`config.mk`:
```
export PLATFORM = sky130hd
export DESIGN_NAME = sppq_seq
export DESIGN_NICKNAME = d
export VERILOG_FILES = /design/src/design/sppq_pkg.sv /design/src/design/sppq_seq.sv
export SDC_FILE = /design/constraint.sdc
export NUM_CORES = 1
export LEC_CHECK = 0
export BUFFER_PORTS_ARGS = -buffer_cell sky130_fd_sc_hd__clkbuf_2
export CORE_AREA = 2 2 220 222
export CTS_CLUSTER_DIAMETER = 30
export DETAILED_ROUTE_END_ITERATION = 8
export DIE_AREA = 0 0 222 224
export GPL_ROUTABILITY_DRIVEN = 0
export PLACE_DENSITY = 0.52
export SYNTH_ARGS = -nofsm -noshare
export SYNTH_HDL_FRONTEND = slang
export SYNTH_SLANG_ARGS = --single-unit
```
`constraint.sdc`:
```
create_clock -name clk -period 11.3 [get_ports clk]
set_input_delay 0.565 -clock clk [delete_from_list [all_inputs] [get_ports clk]]
set_output_delay 0.565 -clock clk [all_outputs]
set_load 0.005 [all_outputs]
```
`src/design/sppq_pkg.sv`:
```
// shared types, constants and codes of the strict priority paced queue
`timescale 1ns / 1ps

package sppq_pkg;

  localparam int TIME_W   = 48;
  localparam int HANDLE_W = 16;
  localparam int PORT_W   = 16;
  localparam int PRIO_W   = 8;
  localparam int LEVEL_W  = 2;
  localparam int STATUS_W = 3;
  localparam int CAP_W    = 7;
  localparam int DELAY_W  = 32;
  localparam int ENTRY_W  = HANDLE_W + TIME_W;

  localparam int NUM_LEVEL_REGS    = 4;
  localparam int NUM_REGS          = 8;
  localparam int REG_CAPACITY_BASE = 0;
  localparam int REG_DELAY_BASE    = 4;
  localparam int REG_IDX_W         = 3;
  localparam int PADDR_W           = 5;
  localparam int PDATA_W           = 32;

  localparam int LEVELS_DEFAULT      = 4;
  localparam int QUEUE_DEPTH_DEFAULT = 64;
  localparam int PORT_COUNT_DEFAULT  = 16;

  localparam logic [CAP_W-1:0]   CAPACITY_RESET = 7'd64;
  localparam logic [DELAY_W-1:0] DELAY_RESET    = '0;

  localparam logic KIND_ENQ = 1'b0;
  localparam logic KIND_DEQ = 1'b1;

  typedef enum logic [STATUS_W-1:0] {
    ST_QUEUED   = 3'd0,
    ST_DROPPED  = 3'd1,
    ST_BAD_PORT = 3'd2,
    ST_UNTAGGED = 3'd3,
    ST_DEQUEUED = 3'd4,
    ST_NONE     = 3'd5
  } status_t;

  typedef enum logic [2:0] {
    S_IDLE,
    S_ENQ_CHK,
    S_ENQ_WR,
    S_DEQ_RD,
    S_DEQ_CMP,
    S_FINISH
  } state_t;

  typedef enum logic {
    ALU_ADD_SAT,
    ALU_CMP
  } alu_mode_t;

  typedef struct packed {
    logic                kind;
    logic [TIME_W-1:0]   current_time;
    logic                has_tag;
    logic [PRIO_W-1:0]   tag_priority;
    logic [PORT_W-1:0]   tag_port;
    logic [HANDLE_W-1:0] packet_handle;
  } req_t;

  typedef struct packed {
    status_t             status;
    logic [HANDLE_W-1:0] packet_out;
    logic [LEVEL_W-1:0]  level_out;
  } rsp_t;

  typedef struct packed {
    alu_mode_t         mode;
    logic [TIME_W-1:0] a;
    logic [TIME_W-1:0] b;
  } alu_req_t;

  typedef struct packed {
    logic [TIME_W-1:0] sum;
    logic              carry;
  } alu_rsp_t;

endpackage

```
`src/design/sppq_seq.sv`:
```
// sequencer: per-level queue pointers, level scan and result register
`timescale 1ns / 1ps

module sppq_seq #(
  parameter int LEVELS      = sppq_pkg::LEVELS_DEFAULT,
  parameter int QUEUE_DEPTH = sppq_pkg::QUEUE_DEPTH_DEFAULT,
  parameter int PORT_COUNT  = sppq_pkg::PORT_COUNT_DEFAULT,
  parameter int LVL_AW      = $clog2(LEVELS),
  parameter int PTR_W       = $clog2(QUEUE_DEPTH)
) (
  input  logic                           clk,
  input  logic                           rst,
  input  logic                           req_valid,
  output logic                           req_ready,
  input  sppq_pkg::req_t                 req,
  output logic                           rsp_valid,
  input  logic                           rsp_ready,
  output sppq_pkg::rsp_t                 rsp,
  input  logic [sppq_pkg::CAP_W-1:0]     capacity [sppq_pkg::NUM_LEVEL_REGS],
  input  logic [sppq_pkg::DELAY_W-1:0]   delay [sppq_pkg::NUM_LEVEL_REGS],
  output sppq_pkg::alu_req_t             alu_op,
  input  sppq_pkg::alu_rsp_t             alu_res,
  output logic                           mem_we,
  output logic [LVL_AW+PTR_W-1:0]        mem_waddr,
  output logic [sppq_pkg::ENTRY_W-1:0]   mem_wdata,
  output logic                           mem_re,
  output logic [LVL_AW+PTR_W-1:0]        mem_raddr,
  input  logic [sppq_pkg::ENTRY_W-1:0]   mem_rdata
);

  localparam int OCC_W    = $clog2(QUEUE_DEPTH + 1);
  localparam int CMP_W    = (OCC_W > sppq_pkg::CAP_W) ? OCC_W : sppq_pkg::CAP_W;
  localparam int RECIP_SH = 16;
  localparam int RECIP    = ((1 << RECIP_SH) + LEVELS - 1) / LEVELS;
  localparam int PROD_W   = sppq_pkg::PRIO_W + RECIP_SH;

  sppq_pkg::state_t state, state_next;
  sppq_pkg::req_t   hold, hold_next;
  sppq_pkg::rsp_t   res, res_next;
  sppq_pkg::rsp_t   rsp_next;
  logic             rsp_valid_next;

  logic [sppq_pkg::LEVEL_W-1:0] cur, cur_next;
  logic [sppq_pkg::LEVEL_W-1:0] lvl, lvl_next;
  logic [OCC_W-1:0] occ [LEVELS];
  logic [OCC_W-1:0] occ_next [LEVELS];
  logic [PTR_W-1:0] head [LEVELS];
  logic [PTR_W-1:0] head_next [LEVELS];
  logic [PTR_W-1:0] tail [LEVELS];
  logic [PTR_W-1:0] tail_next [LEVELS];

  logic [PROD_W-1:0]            prod;
  logic [sppq_pkg::PRIO_W-1:0]  quo;
  logic [sppq_pkg::PRIO_W-1:0]  rem;
  logic [sppq_pkg::LEVEL_W-1:0] lvl_mod;
  logic [CMP_W-1:0]             cap_eff;
  logic                         lvl_full;
  logic [LVL_AW-1:0]            ci;
  logic [LVL_AW-1:0]            li;
  logic                         cur_last;

  // tag priority modulo level count by reciprocal multiply
  assign prod    = {{RECIP_SH{1'b0}}, hold.tag_priority} * PROD_W'(RECIP);
  assign quo     = prod[PROD_W-1:RECIP_SH];
  assign rem     = hold.tag_priority - quo * sppq_pkg::PRIO_W'(LEVELS);
  assign lvl_mod = rem[sppq_pkg::LEVEL_W-1:0];

  always_comb begin
    if (CMP_W'(capacity[lvl_mod]) > CMP_W'(QUEUE_DEPTH)) begin
      cap_eff = CMP_W'(QUEUE_DEPTH);
    end else begin
      cap_eff = CMP_W'(capacity[lvl_mod]);
    end
  end

  assign lvl_full  = CMP_W'(occ[lvl_mod[LVL_AW-1:0]]) >= cap_eff;
  assign ci        = cur[LVL_AW-1:0];
  assign li        = lvl[LVL_AW-1:0];
  assign cur_last  = (cur == sppq_pkg::LEVEL_W'(LEVELS - 1));
  assign req_ready = (state == sppq_pkg::S_IDLE);

  always_ff @(posedge clk) begin
    if (rst) begin
      state     <= sppq_pkg::S_IDLE;
      rsp_valid <= 1'b0;
      cur       <= '0;
      for (int i = 0; i < LEVELS; i++) begin
        occ[i]  <= '0;
        head[i] <= '0;
        tail[i] <= '0;
      end
    end else begin
      state     <= state_next;
      rsp_valid <= rsp_valid_next;
      cur       <= cur_next;
      occ       <= occ_next;
      head      <= head_next;
      tail      <= tail_next;
    end
  end

  always_ff @(posedge clk) begin
    hold <= hold_next;
    res  <= res_next;
    rsp  <= rsp_next;
    lvl  <= lvl_next;
  end

  always_comb begin
    state_next     = state;
    hold_next      = hold;
    res_next       = res;
    rsp_next       = rsp;
    rsp_valid_next = rsp_valid && !rsp_ready;
    cur_next       = cur;
    lvl_next       = lvl;
    occ_next       = occ;
    head_next      = head;
    tail_next      = tail;

    alu_op.mode = sppq_pkg::ALU_ADD_SAT;
    alu_op.a    = hold.current_time;
    alu_op.b    = sppq_pkg::TIME_W'(delay[lvl]);

    mem_we    = 1'b0;
    mem_waddr = {li, tail[li]};
    mem_wdata = {hold.packet_handle, alu_res.sum};
    mem_re    = 1'b0;
    mem_raddr = {ci, head[ci]};

    unique case (state)
      sppq_pkg::S_IDLE: begin
        if (req_valid) begin
          hold_next  = req;
          cur_next   = '0;
          state_next = (req.kind == sppq_pkg::KIND_DEQ) ? sppq_pkg::S_DEQ_RD
                                                         : sppq_pkg::S_ENQ_CHK;
        end
      end
      sppq_pkg::S_ENQ_CHK: begin
        lvl_next = lvl_mod;
        priority if (!hold.has_tag) begin
          res_next   = '{sppq_pkg::ST_UNTAGGED, '0, '0};
          state_next = sppq_pkg::S_FINISH;
        end else if (hold.tag_port >= sppq_pkg::PORT_W'(PORT_COUNT)) begin
          res_next   = '{sppq_pkg::ST_BAD_PORT, '0, lvl_mod};
          state_next = sppq_pkg::S_FINISH;
        end else if (lvl_full) begin
          res_next   = '{sppq_pkg::ST_DROPPED, '0, lvl_mod};
          state_next = sppq_pkg::S_FINISH;
        end else begin
          state_next = sppq_pkg::S_ENQ_WR;
        end
      end
      sppq_pkg::S_ENQ_WR: begin
        mem_we        = 1'b1;
        tail_next[li] = (tail[li] == PTR_W'(QUEUE_DEPTH - 1)) ? '0 : tail[li] + 1'b1;
        occ_next[li]  = occ[li] + 1'b1;
        res_next      = '{sppq_pkg::ST_QUEUED, '0, lvl};
        state_next    = sppq_pkg::S_FINISH;
      end
      sppq_pkg::S_DEQ_RD: begin
        if (occ[ci] == '0) begin
          if (cur_last) begin
            res_next   = '{sppq_pkg::ST_NONE, '0, '0};
            state_next = sppq_pkg::S_FINISH;
          end else begin
            cur_next = cur + 1'b1;
          end
        end else begin
          mem_re     = 1'b1;
          state_next = sppq_pkg::S_DEQ_CMP;
        end
      end
      sppq_pkg::S_DEQ_CMP: begin
        alu_op.mode = sppq_pkg::ALU_CMP;
        alu_op.b    = mem_rdata[sppq_pkg::TIME_W-1:0];
        priority if (alu_res.carry) begin
          head_next[ci] = (head[ci] == PTR_W'(QUEUE_DEPTH - 1)) ? '0 : head[ci] + 1'b1;
          occ_next[ci]  = occ[ci] - 1'b1;
          res_next      = '{sppq_pkg::ST_DEQUEUED,
                            mem_rdata[sppq_pkg::ENTRY_W-1:sppq_pkg::TIME_W], cur};
          state_next    = sppq_pkg::S_FINISH;
        end else if (cur_last) begin
          res_next   = '{sppq_pkg::ST_NONE, '0, '0};
          state_next = sppq_pkg::S_FINISH;
        end else begin
          cur_next   = cur + 1'b1;
          state_next = sppq_pkg::S_DEQ_RD;
        end
      end
      sppq_pkg::S_FINISH: begin
        if (!rsp_valid || rsp_ready) begin
          rsp_next       = res;
          rsp_valid_next = 1'b1;
          state_next     = sppq_pkg::S_IDLE;
        end
      end
      default: begin
        state_next = sppq_pkg::S_IDLE;
      end
    endcase
  end

endmodule

```
Word level (Yosys, flattened, before mapping)

Index checks and enable logic that the tools add are counted.

Bits in registers: 209
Input bits: 363

Add/subtract/negate cells: 6
Order comparisons: 8
Equality and inequality tests: 15
Mux-type cells: 68
Bitwise gates (word level): 3
Reductions and logical operators: 18

Operator list:

| kind                                                  | number |
|---|---|
| two-way mux 21 bit                                    | 6 |
| one-hot mux 21 bit (4 select lines)                   | 1 |
| two-way mux 7 bit                                     | 11 |
| binary-select mux 32 bit (select 2 bit)               | 1 |
| two-way mux 32 bit                                    | 2 |
| binary-select mux 7 bit (select 2 bit)                | 4 |
| bitwise mux 28 bit                                    | 2 |
| one-hot mux 28 bit (2 select lines)                   | 1 |
| bitwise mux 24 bit                                    | 2 |
| two-way mux 48 bit                                    | 1 |
| two-way mux 6 bit                                     | 8 |
| demux 7 bit (select 2 bit)                            | 2 |
| two-way mux 28 bit                                    | 1 |
| two-way mux 3 bit                                     | 9 |
| binary-select mux 6 bit (select 2 bit)                | 2 |
| demux 6 bit (select 2 bit)                            | 2 |
| one-hot mux 3 bit (6 select lines)                    | 1 |
| >= comparator 16 x 5 -> 1 bit (second input constant) | 1 |
| adder 6 x 1 -> 6 bit (second input constant)          | 2 |
| == test 6 bit (second input constant)                 | 2 |
| two-way mux 2 bit                                     | 5 |
| inequality test 2 bit (second input constant)         | 5 |
| >= comparator 3 bit (second input constant)           | 3 |
| inverter 2 -> 3 bit                                   | 3 |
| 26 further kinds                                      | 41 |

Longest topological paths before layout

Depth after elaboration: 12
Gate-level depth with buffers: 11
Mapped depth without buffers: 10

Least setup slack after synthesis

Ideal clock, no wire load.

Kind: reg2reg
From: register hold[32] (netlist name)
To: register res[0] (netlist name) (enable)
Setup time: 432 ps
Arrival: 3789 ps
Required time: 10868 ps
Slack: 7080 ps
Cell stages (with the launch flop): 8
Period minus slack after synthesis: 4220 ps
Cell sequence: edfxtp_1 > clkbuf_1 > buf_1 > mux4_2 > ha_1 > o2111a_1 > a211oi_1 > a211oi_1

Longest elaborated chain between the ends: 10

Ends and longest elaborated chain:

| element                                              | line                                           | text |
|---|---|---|
| from (decl)                                          | sppq_seq.sv:38                                 | `sppq_pkg::req_t hold, hold_next;` |
| from (signal assigned)                               | sppq_seq.sv:103                                | `hold <= hold_next;` |
| subtractor 2 x 1 -> 2 bit *                          | sppq_seq.sv:65                                 | `assign rem = hold.tag_priority - quo * sppq_pkg::PRIO_W'(LEVELS);` |
| inverter 2 -> 3 bit (implied by the code) *          | sppq_seq.sv:69, sppq_seq.sv:72, sppq_seq.sv:76 |  |
| binary-select mux 7 bit (select 2 bit)               | sppq_seq.sv:69, sppq_seq.sv:72                 |  |
| two-way mux 7 bit (implied by the code) (2 in a row) | sppq_seq.sv:69, sppq_seq.sv:72                 |  |
| greater-than comparator 7 bit                        | sppq_seq.sv:69                                 | `if (CMP_W'(capacity[lvl_mod]) > CMP_W'(QUEUE_DEPTH)) begin` |
| two-way mux 7 bit                                    | sppq_seq.sv:69                                 |  |
| >= comparator 7 bit *                                | sppq_seq.sv:76                                 | `assign lvl_full = CMP_W'(occ[lvl_mod[LVL_AW-1:0]]) >= cap_eff;` |
| inequality test 4 bit (no source line) *             | --                                             |  |
| AND reduction 3 bit (no source line) *               | --                                             |  |
| to (signal assigned)                                 | sppq_seq.sv:104                                | `res <= res_next;` |
| to (decl)                                            | sppq_seq.sv:39                                 | `sppq_pkg::rsp_t res, res_next;` |

Every way passes the cells marked *; elsewhere a longest branch is shown, timed or not. The select of a mux whose other input is x is not followed.
A chain may end at the register's enable or synchronous reset.

Worst setup path in the final report

From: register cur, in the netlist ci[0]
To: output mem_re

Longest elaborated chain between the ends: 7

Ends and longest elaborated chain:

| element                                              | line            | text |
|---|---|---|
| from (decl)                                          | sppq_seq.sv:43  | `logic [sppq_pkg::LEVEL_W-1:0] cur, cur_next;` |
| from (signal assigned)                               | sppq_seq.sv:95  | `cur <= cur_next;` |
| inverter 2 -> 3 bit (implied by the code)            | sppq_seq.sv:163 | `if (occ[ci] == '0) begin` |
| binary-select mux 7 bit (select 2 bit)               | sppq_seq.sv:163 |  |
| two-way mux 7 bit (implied by the code) (2 in a row) | sppq_seq.sv:163 |  |
| logical NOT 7 bit                                    | sppq_seq.sv:163 |  |
| two-way mux 1 bit                                    | sppq_seq.sv:163 |  |
| two-way mux 1 bit                                    | sppq_seq.sv:131 | `unique case (state)` |
| to (decl)                                            | sppq_seq.sv:26  | `output logic mem_re,` |

Every way passes these cells. The select of a mux whose other input is x is not followed.

==> impl.org <==
** Detailed routing
- Total vias in the final route :: 9285
- Count of TritonRoute iterations in the first routing pass :: 5
- The count of nets left with antenna violations once routing finished came out at 0.
- Sum of routed wire length over all layers :: 45.62 mm
- After detailed routing, the number of vias per cell comes to 4.699.
- After detailed routing, the average wire length per cell comes to 23.08 um.
- Number of remaining DRC errors :: 0
- After the first detailed-routing iteration, the DRC count stood at 581.

** Synthesis
- Count of flip-flops with a built-in enable after synthesis :: about 120
- Async set-reset flop share out of synthesis :: 0
- Synth Area per Inst :: 11.65 sq um
- Synth warn :: 0
- Post-Synthesis Net Count :: 1334
- Syn Std Cell Area :: 11140 sq um
- Library cell occupying the most area in the post-synthesis netlist :: edfxtp_1
- Of the post-synthesis cell area, the dominant cell type holds 0.3316.
- Number of distinct library cell variants in the gate-level netlist after synthesis :: 73
- For this run, the leading register cell type out of synthesis is edfxtp_1.
- Synthesis produced 956 cells.
- In the post-synthesis netlist, the biggest area contributors are edfxtp_1 (33%), dfxtp_1 (15%), mux4_2 (13%).
- Seq cells post-synth :: 205
- For this run, the register share of the synthesized area comes to 0.4790.

** Finish
- From synthesis to final layout, the design area changed by 34.95%.
- Top library cells by usage in the layout, fill and taps aside :: clkbuf_2 (458), nand2_1 (151), edfxtp_1 (123)
- Leaving out fill and tap cells, the most frequent cell in the layout is clkbuf_2.
- In the final layout, the share of cells above drive strength 1 is 0.4830.
- After filler insertion, the fill cell instance count of the layout stands at slightly below 5k.
- After the last flow step, the layout net total stands at 1693.
- For this run, the share of the core covered by cells in the final layout is 0.3175.
- Once layout is complete, the cells apart from fillers number 1976.

** Timing
- The worst pin sits at a relative slew slack of 0.2026.
- Final setup TNS :: 0 ps
- Setup repair after global routing missed its margin :: false
- Timing would allow up to 262.9 MHz.
- Of the available clock period, the critical path in the final layout requires 0.3366.
- Clock skew on the completed layout was measured at approximately 15 ps.
- Tightest Pin Transition :: roughly 1200 ps
- The number of max-slew violations in the final report is 0.
- The total count of hold-check failures in the final report is 0.
- Number of endpoints failing setup at the final stage :: 0
- The worst path in the final design needs a cycle of roughly 3800 ps, including I/O delays and setup.

** GRT
- For this run, the total global-route usage over all layers was measured as 0.1778.
- Global routing finished with a remaining overflow of 0.
- Entering global routing, the biggest net connects 80 pins.
- The first global-routing pass estimated 64.58 mm of wire.
- Initial antenna violation count :: 8
- The number of global-route vias before repair is 9487.

** Flow run
- Reported max-cap violation count :: 0

** Clocking
- Gates resized during post-CTS repair numbered 0.
- Post-cts hold buffer count :: 0
- Clock-pin slew on the worst setup and hold paths :: 50 ps
- Htree depth :: 2
- TritonCTS clock tree :: done
- The number of setup buffers added after CTS is 0.
- Clock tree synthesis inserted a total of 52 buffers.
- For this design, the sink count on the clock tree is between 200 and 250.
- Largest buffer count on any clock path :: 3
- Clock latency at the later pin of the worst-skew pair :: approximately 550 ps
- Root cell of the clock tree :: clkbuf_16

** Worst setup path
- In this run the worst path has a maximum fanout of 18.
- The worst setup path is of the reg2out kind.
- Data arrival time of the worst path :: about 3200 ps
- Critical Path Start Type :: flop
- STA classifies the critical path endpoint as an output pin.
- STA puts the critical path data required time at 10740 ps.
- Flop2flop setup slack :: 7570 ps

** Floorplan
- The die covers roughly 50000 sq um.
- 565 I/O pins were placed.
- The initial utilization of the core area, before any placement, comes to 0.2353.
- Row cnt :: 80
- After floorplanning, the core was sized to cover 47350 sq um.
- The die is around 220 um wide.
- The die is 224 um tall.

** Power and ir drop
- Proportion of power drawn by combinational gates :: 0.200
- After layout, the design draws a total of 3.117 mW.
- Peak supply drop :: between 0.1 and 0.15 mV
- Sw Pwr :: around 0.86 mW
- The share of total power dissipated in sequential elements is 0.316.
- The analysis attributes to cell leakage a power of 6.499 nW.
- The internal power of the cells totals 2.255 mW.
- Of the total power, the share spent switching nets is 0.2763.
- Clock power share :: 0.483
- Power per standard cell area :: 207.3 nW/um^2

** Place
- Total of buffers placed on input and output ports :: 458
- Post-detailed-placement half-perimeter wirelength :: 36.33 mm
- Number of cells in the design after placement :: 1876

** Worst hold path
- The min-delay analysis places its worst path in the category in2reg.

** Run status
- The flow ran to the end, and the final reports show no timing, DRC or antenna violations.
-- layer usage --
layer / global-route usage / routed length [um] / vias to the layer above
li1: - / - / 4183
met1: 0.1921 / 16510 / 4566
met2: 0.3236 / 24240 / 450
met3: 0.04368 / 2931 / 84
met4: 0.08893 / 1919 / 2
met5: 0 / 13 / -
-- critical path: stages (launching register included) --
cell	delay, ps
dfxtp_1	1010
mux4_2	460
inv_1	90
ha_1	220
nor3b_2	170
a21oi_1	460
clkbuf_2	270
-- synthesized netlist by cell type (3+ instances only) --
cell type / n
nand2_1: 151
edfxtp_1: 123
buf_4: 116
dfxtp_1: 82
nor2_1: 67
mux4_2: 65
a21oi_1: 33
clkbuf_1: 26
a211oi_1: 23
nand3_1: 23
a22o_1: 18
o221ai_1: 18
and2_1: 17
ha_1: 15
buf_2: 12
nor3_1: 11
inv_1: 10
o211a_1: 10
o21ai_0: 10
and3_1: 8
buf_1: 8
xor2_1: 8
mux4_1: 7
xnor2_1: 6
a32oi_1: 5
mux2i_1: 5
nand2b_1: 5
nor2b_1: 4
nand3b_1: 3
nor3b_2: 3
nor4_1: 3
o221a_2: 3
o31ai_1: 3
or3b_2: 3
-- registers in the layout, indices dropped and copies added (netlist names) --
name / flops
mem_wdata: 16
rsp_valid: 1
tail: 24
rsp: 21
state: 3
li: 2
occ: 28
res: 21
hold: 15
alu_op: 48
head: 24
ci: 2
-- power groups by stage --
stage	Combinational (mW)	Sequential, mW	Clock (mW)
6_report	0.624	0.986	1.51
3_5_place_dp	0.632	0.999	0
4_1_cts	0.635	0.987	1.53
3_3_place_gp	0.630	0.994	0
2_1_floorplan	0.424	0.971	0
5_1_grt	0.681	0.998	1.57
-- final timing paths --
path / start / end / cells after the start
setup / recovery: ci[0]$_SDFFE_PP0P_ / mem_re / 6
hold / removal: req[86] / alu_op[93]$_DFFE_PP_ / 1
setup reg to reg: hold[32]$_DFFE_PP_ / res[9]$_SDFFCE_PP0P_ / 10
hold reg to reg: head[6]$_SDFFE_PP0P_ / head[6]$_SDFFE_PP0P_ / 2
-- cells by family after synthesis --
| kind of cell | after synthesis | share of synthesized area |
|---|---|---|
| AO/OA/AOI/OAI | 147 | 0.1002 |
| adder cells (fa/ha/maj) | 15 | 0.01685 |
| buffers and inverters | 177 | 0.1038 |
| multiplexers | 78 | 0.1538 |
| XOR/XNOR | 15 | 0.01247 |
| AND/OR/NAND/NOR | 319 | 0.1339 |
| flip-flops | 205 | 0.4790 |
-- stage by stage --
step	hold slack (ps)	instance area [sq um]	worst slack, ps
floorplan	420.7	11140	7080
global placement	433.8	13200	7530
detailed placement	435.1	13200	7492
CTS	158.6	15020	7448
global route	162.7	15030	7350
finish	182.8	15030	7497
-- final cells by class --
cell class                 count  area (sq um)  area share
clock buffer                  63          1414     0.09406
clock inverter                32         404.1     0.02689
inverter                      11         41.29    0.002747
tap                          615         769.5     0.05119
sequential                   205          5335      0.3549
timing repair buffer         471          2390      0.1590
multi-input combinational    574          4664      0.3103
antenna                        5         12.51   0.0008324
(Power assumes the default switching activity.)
