==> config.mk <==
export PLATFORM = sky130hd
export DESIGN_NAME = sppq_alu
export DESIGN_NICKNAME = d
export VERILOG_FILES = /design/src/design/sppq_pkg.sv /design/src/design/sppq_alu.sv
export SDC_FILE = /design/constraint.sdc
export NUM_CORES = 1
export LEC_CHECK = 0
export BUFFER_PORTS_ARGS = -buffer_cell sky130_fd_sc_hd__clkbuf_2
export CAP_MARGIN = 20
export CORE_UTILIZATION = 40
export DETAILED_ROUTE_END_ITERATION = 12
export PLACE_DENSITY = 0.77
export REMOVE_ABC_BUFFERS = 1
export SLEW_MARGIN = 20
export SYNTH_ARGS = -nofsm -noshare
export SYNTH_HDL_FRONTEND = slang
export SYNTH_SLANG_ARGS = --single-unit
==> constraint.sdc <==
create_clock -name vclk -period 8.73
set_input_delay 0.4365 -clock vclk [all_inputs]
set_output_delay 0.4365 -clock vclk [all_outputs]
set_load 0.1 [all_outputs]
==> src/design/sppq_pkg.sv <==
// shared types, constants and codes of the strict priority paced queue
`timescale 1ns / 1ps

package sppq_pkg;

  localparam int TIME_W   = 48;
  localparam int HANDLE_W = 16;
  localparam int PORT_W   = 16;
  localparam int PRIO_W   = 8;
  localparam int LEVEL_W  = 2;
  localparam int STATUS_W = 3;
  localparam int CAP_W    = 7;
  localparam int DELAY_W  = 32;
  localparam int ENTRY_W  = HANDLE_W + TIME_W;

  localparam int NUM_LEVEL_REGS    = 4;
  localparam int NUM_REGS          = 8;
  localparam int REG_CAPACITY_BASE = 0;
  localparam int REG_DELAY_BASE    = 4;
  localparam int REG_IDX_W         = 3;
  localparam int PADDR_W           = 5;
  localparam int PDATA_W           = 32;

  localparam int LEVELS_DEFAULT      = 4;
  localparam int QUEUE_DEPTH_DEFAULT = 64;
  localparam int PORT_COUNT_DEFAULT  = 16;

  localparam logic [CAP_W-1:0]   CAPACITY_RESET = 7'd64;
  localparam logic [DELAY_W-1:0] DELAY_RESET    = '0;

  localparam logic KIND_ENQ = 1'b0;
  localparam logic KIND_DEQ = 1'b1;

  typedef enum logic [STATUS_W-1:0] {
    ST_QUEUED   = 3'd0,
    ST_DROPPED  = 3'd1,
    ST_BAD_PORT = 3'd2,
    ST_UNTAGGED = 3'd3,
    ST_DEQUEUED = 3'd4,
    ST_NONE     = 3'd5
  } status_t;

  typedef enum logic [2:0] {
    S_IDLE,
    S_ENQ_CHK,
    S_ENQ_WR,
    S_DEQ_RD,
    S_DEQ_CMP,
    S_FINISH
  } state_t;

  typedef enum logic {
    ALU_ADD_SAT,
    ALU_CMP
  } alu_mode_t;

  typedef struct packed {
    logic                kind;
    logic [TIME_W-1:0]   current_time;
    logic                has_tag;
    logic [PRIO_W-1:0]   tag_priority;
    logic [PORT_W-1:0]   tag_port;
    logic [HANDLE_W-1:0] packet_handle;
  } req_t;

  typedef struct packed {
    status_t             status;
    logic [HANDLE_W-1:0] packet_out;
    logic [LEVEL_W-1:0]  level_out;
  } rsp_t;

  typedef struct packed {
    alu_mode_t         mode;
    logic [TIME_W-1:0] a;
    logic [TIME_W-1:0] b;
  } alu_req_t;

  typedef struct packed {
    logic [TIME_W-1:0] sum;
    logic              carry;
  } alu_rsp_t;

endpackage

==> src/design/sppq_alu.sv <==
// shared 48-bit adder: saturating release time add or due time compare
`timescale 1ns / 1ps

module sppq_alu (
  input  sppq_pkg::alu_req_t op,
  output sppq_pkg::alu_rsp_t res
);

  logic                      sub;
  logic [sppq_pkg::TIME_W:0] total;

  assign sub   = (op.mode == sppq_pkg::ALU_CMP);
  assign total = {1'b0, op.a} + {1'b0, (sub ? ~op.b : op.b)} + {{sppq_pkg::TIME_W{1'b0}}, sub};

  // add: carry is overflow; compare: carry means a >= b
  always_comb begin
    res.carry = total[sppq_pkg::TIME_W];
    if (!sub && total[sppq_pkg::TIME_W]) begin
      res.sum = '1;
    end else begin
      res.sum = total[sppq_pkg::TIME_W-1:0];
    end
  end

endmodule

# After elaboration in Yosys (flattened, before gate mapping)
# Index checks and enable logic that the tools add are counted.
# totals
word_cells,7
in_bits,97
ff_bits,0
# classes
addsub,2
reduce_logical,2
n_mux,2
n_bitwise,1
# ops
op,n
48-bit 2-to-1 mux,2
48-bit by 48-bit adder with 49-bit output,1
49-bit by 1-bit adder with 49-bit output,1
48-bit inverter,1
1-bit logical AND,1
1-bit zero test,1

# Depth between registers and ports, before layout
# Gate-level depths: netlist of run 1.
# depth
word_depth,6
ltp_mapped,15
depth_no_buf,12

# Worst setup path before layout of run 1
# OpenSTA, ideal clock, no wires.
# synth_timing
path_kind,in2out
startpoint,in op[96] (netlist bit)
endpoint,out res[46] (netlist bit)
n_path_buf,2
path_stages,13
slack_ns,2.903
t_arrival_ns,5.391
path_cell_list,buf_1 clkbuf_1 xor2_1 ha_1 o21a_1 o211a_1 a41oi_2 a21oi_1 a22oi_1 nand2_1 a21oi_1 o41ai_1 o31ai_1
# synth_lines
item,line_no,text
start: declaration,sppq_alu.sv:5,"input sppq_pkg::alu_req_t op,"
end: declaration,sppq_alu.sv:6,output sppq_pkg::alu_rsp_t res

==> results.txt, run 1 <==
* Run status: finished, final reports clean
- Summed over all nets, wire length on met3 after detailed routing comes to approximately 470 um.
- In the routed design, unresolved DRC markers number 0.
- For this run, the top clock speed supported by timing is 0.186 GHz.
- Remaining antenna violation count after routing: 0
* Final hold vios: 0
- In this run the power spent charging and discharging nets is 864 uW.
- Crit path to: res[25]
- Entering global routing, the biggest net connects 49 pins.
- Detailed placement ended at an HPWL of 8700 um.
- Detailed routing inserted a total of 4114 vias.
- Ranked by total cell area, the synthesized netlist is headed by sky130_fd_sc_hd__ha_1, sky130_fd_sc_hd__xor2_1, sky130_fd_sc_hd__nand2_1.
- The first global-routing pass estimated 16300 um of wire.
- After filler insertion, the fill cell instance count of the layout stands at 853.
- In this run the count of I/O pins placed on the die edge is approximately 150.
- The multi-input combinational cells in the finished layout cover a total of 3310 um^2.
- Setup violations remaining at the end of the flow were counted as 0.
- Die Wd: approximately 95 um
- Global routing consumed, over all layers together, 21.6% of the routing resources.
- Maximum resistive drop on vdd: 0.159 mV
- Using the TritonRoute via totals, the vias-per-cell ratio works out to roughly 5.6.
* Post-Layout Inst Area: 4200 um^2
- In the layout the commonest cells are sky130_fd_sc_hd__clkbuf_2, sky130_fd_sc_hd__nand2_1, sky130_fd_sc_hd__xor2_1.
* Antenna cell count: 0
- Combinational group share of total power: 100.0%
- After floorplanning, the core was divided into 33 placement rows.
* Part of the total power dissipated in sequential elements: 0%
- After clock tree synthesis, the setup repair step added 0 buffers.
- The final critical path takes up 61.6% of the cycle.
- Total cell area at the placement stage: 4200 um^2
- Core ar.: 8260 um^2
- Setup slack on the critical path of the routed design comes to 3.35 ns.
* Sum of negative setup slack: 0 ns
- Mapped Cells: 500
- The routed design could run at a clock period as short as 5.38 ns.
* Met1 WL: about 4700 um
- Measured along the y axis, the die boundary spans 94.5 um.
* Average cell area after synthesis: ~6.9 um^2
- Cell Count, Final, Fillers Out: ~730
- The worst setup path is of the in2out kind.
- Of the total power, the clock network draws 0%.
- Unrepaired setup endpoints after global routing: false
* Post-cts hold buffer count: 0
* Fraction of layout cells with a size suffix above 1: 25.1%
- Global placement routability congestion: 0.881
* Arr. time, crit path: 4.95 ns
- The library cell used most frequently in the layout, excluding fill and tap cells, is sky130_fd_sc_hd__clkbuf_2.
- Total number of sequential cells: 0
- The first detailed-routing pass ran for 5 iterations.
- The total count of max-transition violations in the final report was 0.
- The top cell type by area accounts for 18.3% of the synthesized area.
- Register cell area after layout: 0 um^2
- Post-synthesis cell type count: 58
- Die footprint: 8940 um^2
- For this block, the initial DRC count from the detailed router was between 200 and 250.
- Worst slew slack as a fraction of its limit: between 40% and 50%
- Post-layout utilization of the core: 50.9%
- The worst setup path is launched from a primary input.
- For this design the ratio of total power to cell area is ~260 nW/um^2.
- The area growth from synthesis to layout is 22.7%.
- Including well taps, the total number of placed cells is 734.
- Cell taking the most area after synthesis: sky130_fd_sc_hd__ha_1
- Port buffer count: ~150
- After detailed routing, the average wire length per cell comes to 14.1 um.
- Residual overflow from global routing: 0
- Tightest Hold Check Type: in2out
- Worst Setup End Kind: output port
- The via count of the first global-routing pass is 3797.
- Net Sw Frac: a little under 80%
- Summed over all layers, the routed wires come to 10400 um.
* Sequential share of the synthesized area: 0%
- In the final design database the tool counted roughly 780 nets.
* Initial antenna violation count: 0
- After detailed routing, the met2 layer carries 5090 um of wire.
* Initial core utilization: 41.5%
- Warning count from the yosys run: 0
- Post-Syn Area: 3430 um^2
- Top layer used by detailed routing: met4
* Required time of the worst setup path: 8.29 ns
- Largest driver fanout on the critical path: 48
- Power Internal: 222 uW
- The tool flagged a number of max-cap violations equal to 0.
- After clock tree synthesis, the repair step resized 0 gates.
- Startpoint of the worst setup timing path: op[96]
- Number of clock buffer instances in the layout: 0
* Slew at the pin closest to its max-slew limit: 0.816 ns
- Worst setup slack before clock tree synthesis: 3.33 ns
- For this design the static power due to leakage is 2.19 nW.
-- synth_stat cells (3+ instances only) --
library cell               instances
sky130_fd_sc_hd__buf_6             3
sky130_fd_sc_hd__ha_1             50
sky130_fd_sc_hd__nor4_1            4
sky130_fd_sc_hd__a21oi_1          58
sky130_fd_sc_hd__nor2_1           25
sky130_fd_sc_hd__nor2b_1          10
sky130_fd_sc_hd__a21boi_0          5
sky130_fd_sc_hd__a21o_1           19
sky130_fd_sc_hd__nand3_1           9
sky130_fd_sc_hd__nand4_1           5
sky130_fd_sc_hd__o21ai_0          28
sky130_fd_sc_hd__o21bai_1          6
sky130_fd_sc_hd__o21a_1            3
sky130_fd_sc_hd__inv_1             7
sky130_fd_sc_hd__xnor2_1          24
sky130_fd_sc_hd__clkbuf_1         10
sky130_fd_sc_hd__and3_1            4
sky130_fd_sc_hd__buf_1             3
sky130_fd_sc_hd__a211oi_1          5
sky130_fd_sc_hd__nand2_1          91
sky130_fd_sc_hd__nand2b_1          3
sky130_fd_sc_hd__o31ai_1           5
sky130_fd_sc_hd__nor3_1           12
sky130_fd_sc_hd__xor2_1           66
-- per-layer routing --
layer	vias up	track usage, %
met1	1886	28.9
met5	-	0
met3	10	0.242
li1	2073	-
met4	0	2.53
met2	145	39.9
-- power by group through the flow --
stage	combinational, mW	clock (mW)	sequential, mW
2_1_floorplan	0.906	0	0
3_3_place_gp	1.07	0	0
3_5_place_dp	1.08	0	0
4_1_cts	1.08	0	0
5_1_grt	1.14	0	0
6_report	1.09	0	0
-- stage by stage --
step	hold WS, ns	power (mW)
2_1_floorplan	1.50	0.906
3_3_place_gp	1.48	1.07
3_5_place_dp	1.50	1.08
4_1_cts	1.50	1.08
5_1_grt	1.54	1.14
6_report	1.50	1.09
-- area by class of cell --
| type | instances | area share [%] |
|---|---|---|
| multi-input cells | 475 | 78.7 |
| repair buffers | 147 | 17.6 |
| well taps | 105 | 3.13 |
| inverters | 7 | 0.625 |
-- how the worst min path moves through the flow --
stage | from | endpoint | slack (ns) | depth (start not counted)
2_1_floorplan | op[0] | res[1] | 1.50 | 2
3_3_place_gp | op[48] | res[1] | 1.48 | 4
3_5_place_dp | op[48] | res[1] | 1.50 | 4
4_1_cts | op[48] | res[1] | 1.50 | 4
5_1_grt | op[48] | res[1] | 1.54 | 4
6_report | op[48] | res[1] | 1.50 | 4
-- critical path, cell delays in order --
cell and delay [ns]:
sky130_fd_sc_hd__clkbuf_2 0.57, sky130_fd_sc_hd__buf_4 0.50, sky130_fd_sc_hd__xor2_1 0.24, sky130_fd_sc_hd__inv_1 0.09, sky130_fd_sc_hd__fa_1 0.42, sky130_fd_sc_hd__nor2b_1 0.21, sky130_fd_sc_hd__o311ai_1 0.16, sky130_fd_sc_hd__nand2_1 0.11
sky130_fd_sc_hd__a31o_2 0.18, sky130_fd_sc_hd__a41oi_2 0.20, sky130_fd_sc_hd__o21ai_4 0.28, sky130_fd_sc_hd__a21oi_2 0.09, sky130_fd_sc_hd__or4_4 0.76, sky130_fd_sc_hd__nand2_1 0.19, sky130_fd_sc_hd__clkbuf_2 0.47
-- cell families after synthesis --
group,count (synthesis),share of synthesized area [%]
buffers and inverters,25,3.47
adders and majority gates,51,18.8
and+or+nand+nor,174,24.0
AOI/OAI and AO/OA,158,30.1
xor gates and xnor gates,90,23.0
muxes,2,0.584
(Power assumes the default switching activity.)
==> inputs of run 2 (changes only) <==
--- a/config.mk
+++ b/config.mk
@@ -9,7 +9,7 @@
 export CAP_MARGIN = 20
 export CORE_UTILIZATION = 40
 export DETAILED_ROUTE_END_ITERATION = 12
-export PLACE_DENSITY = 0.77
+export PLACE_DENSITY = 0.8
 export REMOVE_ABC_BUFFERS = 1
 export SLEW_MARGIN = 20
 export SYNTH_ARGS = -nofsm -noshare
==> constraint.sdc (replaced) <==
create_clock -name vclk -period 4.5
set_input_delay 0.225 -clock vclk [all_inputs]
set_output_delay 0.225 -clock vclk [all_outputs]
set_load 0.1 [all_outputs]
==> results.txt, run 2 (synthesized netlist as in run 1, its figures left out) <==
- Avg WL per Cell: roughly 15 um
- After floorplanning, the core was sized to cover 8260 um^2.
- Max-cap violations in this run came to 0.
- Number of buffers inserted to repair setup after CTS: 0
- After detailed routing, the total wire length is 10800 um.
- Die H: 94.5 um
* Final setup violation count: 0
- Post-Layout Inst Area: 4950 um^2
- Most frequent cell on the critical path: sky130_fd_sc_hd__a21oi_1
- Total GRT Usage: 23.1%
* Tightest Hold Check Type: in2out
- The slowest stage of the critical path is the sky130_fd_sc_hd__o31ai_1 cell.
* Required time of the worst setup path: about 4.3 ns
- Summing all flip-flop and latch instances after layout gives 0 um^2.
- The initial utilization of the core area, before any placement, comes to 41.5%.
- Antenna cell count: 0
- # DRC: 0
- Sum of negative setup slack: 0 ns
* Maximum resistive drop on vdd: between 0.3 and 0.4 mV
- Summing over every cut layer, the via total after detailed routing is 4188.
* Sort of element at the start of the critical path: primary input
* Kind of cell adding the most delay to the critical path: compound AO/OA/AOI/OAI gates
- In the finished design the tool counted flip-flops and latches totalling 0.
* Max Clk Rate: 0.245 GHz
- Compared with the post-synthesis result, the final layout area differs by 44.4%.
* Overall power of the completed layout: 2.68 mW
- Detailed placement ended at an HPWL of slightly above 9000 um.
* Post-cts hold buffer count: 0
* Final hold vios: 0
- Pin count of the biggest net entering global routing: 49
- DRC violation total after the first TritonRoute iteration: 245
- The number of buffers and inverters on the critical path is 3.
- After filler insertion, the fill cell instance count of the layout stands at 750.
- The placed instances occupy a cell area of 4950 um^2.
- Hold Worst Slack: 0.897 ns
- Dividing the final minimum period by the clock period gives 90.6%.
- The total count of max-transition violations in the final report came to 0.
- The largest single stage delay on the critical path is around 0.41 ns.
- Power per standard cell area: 542 nW/um^2
- The initialized floorplan defines 33 standard-cell rows.
- Drt via density: 5.70
- First-pass DRT Iterations: 5
- Unrepaired setup endpoints after global routing: false
- Critical path cell sequence: clkbuf_2 > buf_4 > xor2_1 > ha_1 > o21a_1 > o211a_1 > a41oi_2 > a21oi_1 > a22oi_1 > nand2_1 > a21oi_1 > o41ai_1 > o31ai_1 > buf_12
- Initial antenna violation count: 0
- Number of clock buffer instances in the layout: 0
- Via count of the first global-routing pass: 3966
- Fraction of layout cells with a size suffix above 1: 25.2%
- In the layout the commonest cells are sky130_fd_sc_hd__clkbuf_2, sky130_fd_sc_hd__nand2_1, sky130_fd_sc_hd__xor2_1.
- The run finished with clean final reports.
- The net count of the finished layout is 780.
- The number of gates resized after CTS was 0.
- After global routing the overflow that remains totals 0.
- The first global-routing pass estimated 17400 um of wire.
- Number of top-level pins: 146
- At the pin with the least slew margin, the transition time is between 0.7 and 0.8 ns.
- The die is 94.5 um wide.
* Most common library cell in the layout ignoring fill and taps: sky130_fd_sc_hd__clkbuf_2
* Worst Setup End Kind: output port
- Final period demand of the worst path: roughly 4 ns
- Leakage: 2.47 nW
- Critical path class: in2out
* Arr. time, crit path: 3.85 ns
- Port buffer count: 146
* Largest driver fanout on the critical path: 23
- Remaining antenna violation count after routing: 0
- The congestion estimate from routability-driven global placement came to between 0.9 and 1.
* Worst slew slack as a fraction of its limit: 47.8%
* Die footprint: 8940 um^2
## run 2: routing by layer
| layer | routed length (um) | share of wire [%] | global-route usage (%) | vias to the layer above |
|---|---|---|---|---|
| met5 | 0 | 0 | 0 | - |
| met4 | 202 | 1.9 | 4.92 | 0 |
| met3 | 537 | 5.0 | 0.725 | 20 |
| met2 | 5340 | 50 | 42.8 | 169 |
| met1 | 4680 | 43 | 29.4 | 1925 |
| li1 | - | - | - | 2074 |
## run 2: cell type report
class              count  area (um^2)  area share, %
well taps            105          131           2.66
multi-input cells    475         3310           66.9
inverters              7         26.3          0.531
repair buffers       148         1480           30.0
## run 2: report_power, final
| group | internal, mW | total (mW) | switching, mW |
|---|---|---|---|
| clock network | 0 | 0 | 0 |
| logic | 0.910 | 2.68 | 1.77 |
| registers | 0 | 0 | 0 |
| total | 0.910 | 2.68 | 1.77 |
## run 2: worst paths after layout
| path | slack (ns) | end | from | cells after the start |
|---|---|---|---|---|
| setup / recovery | 0.42 | res[46] | op[96] | 14 |
| hold / removal | 0.90 | res[1] | op[48] | 4 |
## run 2: through the flow
stage / cells / util [%] / worst slack [ns]
4_1_cts: 735 / 59.9 / 0.441
3_3_place_gp: 735 / 59.9 / 0.607
6_report: 735 / 59.9 / 0.424
3_5_place_dp: 735 / 59.9 / 0.450
5_1_grt: 735 / 59.9 / 0.193
2_1_floorplan: 482 / - / -0.142
==> inputs of run 3 (changes only) <==
--- a/config.mk
+++ b/config.mk
@@ -7,9 +7,9 @@
 export LEC_CHECK = 0
 export BUFFER_PORTS_ARGS = -buffer_cell sky130_fd_sc_hd__clkbuf_2
 export CAP_MARGIN = 20
-export CORE_UTILIZATION = 40
+export CORE_UTILIZATION = 45
 export DETAILED_ROUTE_END_ITERATION = 12
-export PLACE_DENSITY = 0.8
+export PLACE_DENSITY = 0.87
 export REMOVE_ABC_BUFFERS = 1
 export SLEW_MARGIN = 20
 export SYNTH_ARGS = -nofsm -noshare
==> results.txt, run 3 (synthesized netlist as in run 1, its figures left out) <==
* Combined buffer and inverter count along the critical path: 3
* Area added between synthesis and finish: 44.2%
* Final wirelength: 11000 um
- Total number of sequential cells: 0
* Worst-path cell with the longest stage delay: sky130_fd_sc_hd__o31ai_1
* # DRC: 0
- The first detailed-routing pass ran for 5 iterations.
- Die Wd: 89.3 um
* Total GRT Usage: 27.0%
* Cell Count, Final, Fillers Out: approximately 730
- Total Nets Final: 780
* Max-slew violation count: 0
* Drt via density: approximately 6.0
- Following the worst setup path forward leads to its endpoint at res[46].
* Unrepaired setup endpoints after global routing: false
- The worst hold path belongs to the class in2out.
- Required time of the worst setup path: around 4.3 ns
- The sequential cells in the finished layout cover a total of 0 um^2.
- The floorplan step defined a die boundary enclosing 7970 um^2.
- Maxcap violations: 0
* Global-route wire length before repair: 17700 um
- DRC violation total after the first TritonRoute iteration: 299
- The via count of the first global-routing pass is around 4000.
- The count of endpoints failing hold in the final timing report is 0.
* Antenna cell count: 0
* Leakage: 2.47 nW
- Routability-driven placement finished with a final weighted congestion of 0.921.
- Stages on the worst setup path: 14
- Critical path cell sequence: clkbuf_2 > buf_4 > xor2_1 > ha_1 > o21a_1 > o211a_1 > a41oi_2 > a21oi_1 > a22oi_1 > nand2_1 > a21oi_1 > o41ai_1 > o31ai_1 > buf_12
- The layout has 592 filler cells.
* Half-perimeter wire length after detailed placement: 9280 um
* Num rows: 31
- Avg WL per Cell: 15.2 um
- Measured against its own limit, the worst slew margin works out to a little under half.
- Run status: finished, final reports clean
* Core ar.: about 7300 um^2
- Arr. time, crit path: 3.82 ns
- The worst setup path is captured at an output port.
- The floorplan step set the die height to 89.3 um.
* Sort of element at the start of the critical path: primary input
- Cts repair resizes: 0
- Count of placed standard cells including taps: 729
- Number of buffers inserted to repair setup after CTS: 0
- Overall power consumption after layout is estimated at 2.69 mW.
* Max Clk Rate: 0.247 GHz
- Most common library cell in the layout ignoring fill and taps: sky130_fd_sc_hd__clkbuf_2
* Most frequent cells in the layout: sky130_fd_sc_hd__clkbuf_2, sky130_fd_sc_hd__nand2_1, sky130_fd_sc_hd__xor2_1
* Vias post-DR: 4340
- The worst setup path is of the in2out kind.
- The initial utilization of the core area, before any placement, comes to 47.0%.
- The kind of cell with the highest combined delay along the critical path is compound AO/OA/AOI/OAI gates.
* Final clock period utilization by the worst path: 89.9%
* Initial antenna violation count: 0
- Largest driver fanout on the critical path: 23
- Number of clock buffer instances in the layout: 0
* Post-cts hold buffer count: 0
- Port buffer count: 146
- Fraction of layout cells with a size suffix above 1: 25.2%
* Final setup violation count: 0
- Pin count of the biggest net entering global routing: 49
- Summing all multi-input logic gate instances after layout gives roughly 3300 um^2.
* Slew at the pin closest to its max-slew limit: about 0.8 ns
- Pin placement for this block handled 146 I/O pins.
- Maximum resistive drop on vdd: 0.398 mV
* Most frequent cell on the critical path: sky130_fd_sc_hd__a21oi_1
* Final period demand of the worst path: 4.05 ns
* Residual overflow from global routing: 0
- For this run, the slowest stage of the critical path takes approximately 0.4 ns.
- Power per standard cell area: 546 nW/um^2
- The critical path starts at op[96].
- Remaining antenna violation count after routing: 0
## run 3: cell counts in the layout (fill, tap and decap cells not counted)
Identical to the previous run, type by type.
## run 3: metrics by stage
stage	hold WS, ns	util [%]	setup WS (ns)	cell area, um^2	TNS [ns]
floorplan	1.08	-	-0.142	3330	-0.234
CTS	0.894	67.7	0.490	4940	0
global placement	0.892	67.7	0.604	4940	0
global route	0.923	67.7	0.219	4940	0
finish	0.890	67.7	0.455	4940	0
detailed placement	0.894	67.7	0.509	4940	0
## run 3: layout make-up
cell class,count,share of cell area (%)
Inverter,7,0.532
Multi-Input combinational cell,475,67.0
Timing Repair Buffer,148,30.0
Tap cell,99,2.51
## run 3: worst min-delay path by stage
stage	startpoint	endpoint	slack, ns	cells after the start
global route	op[48]	res[1]	0.92	4
global placement	op[48]	res[1]	0.89	4
finish	op[48]	res[1]	0.89	4
floorplan	op[0]	res[1]	1.08	2
CTS	op[48]	res[1]	0.89	4
detailed placement	op[48]	res[1]	0.89	4
## run 3: routing by layer
metal | routed length [um] | vias up | track usage, %
met5 | 0 | - | 0
met4 | 326 | 0 | 8.66
met3 | 801 | 40 | 1.66
met2 | 5640 | 242 | 51.1
met1 | 4280 | 1989 | 32.1
li1 | - | 2069 | -
## run 3: power by group
group / switching (mW) / leakage, nW / internal, mW / total, mW
Sequential: 0 / 0 / 0 / 0
Clock: 0 / 0 / 0 / 0
Combinational: 1.78 / 2.47 / 0.910 / 2.69
Total: 1.78 / 2.47 / 0.910 / 2.69
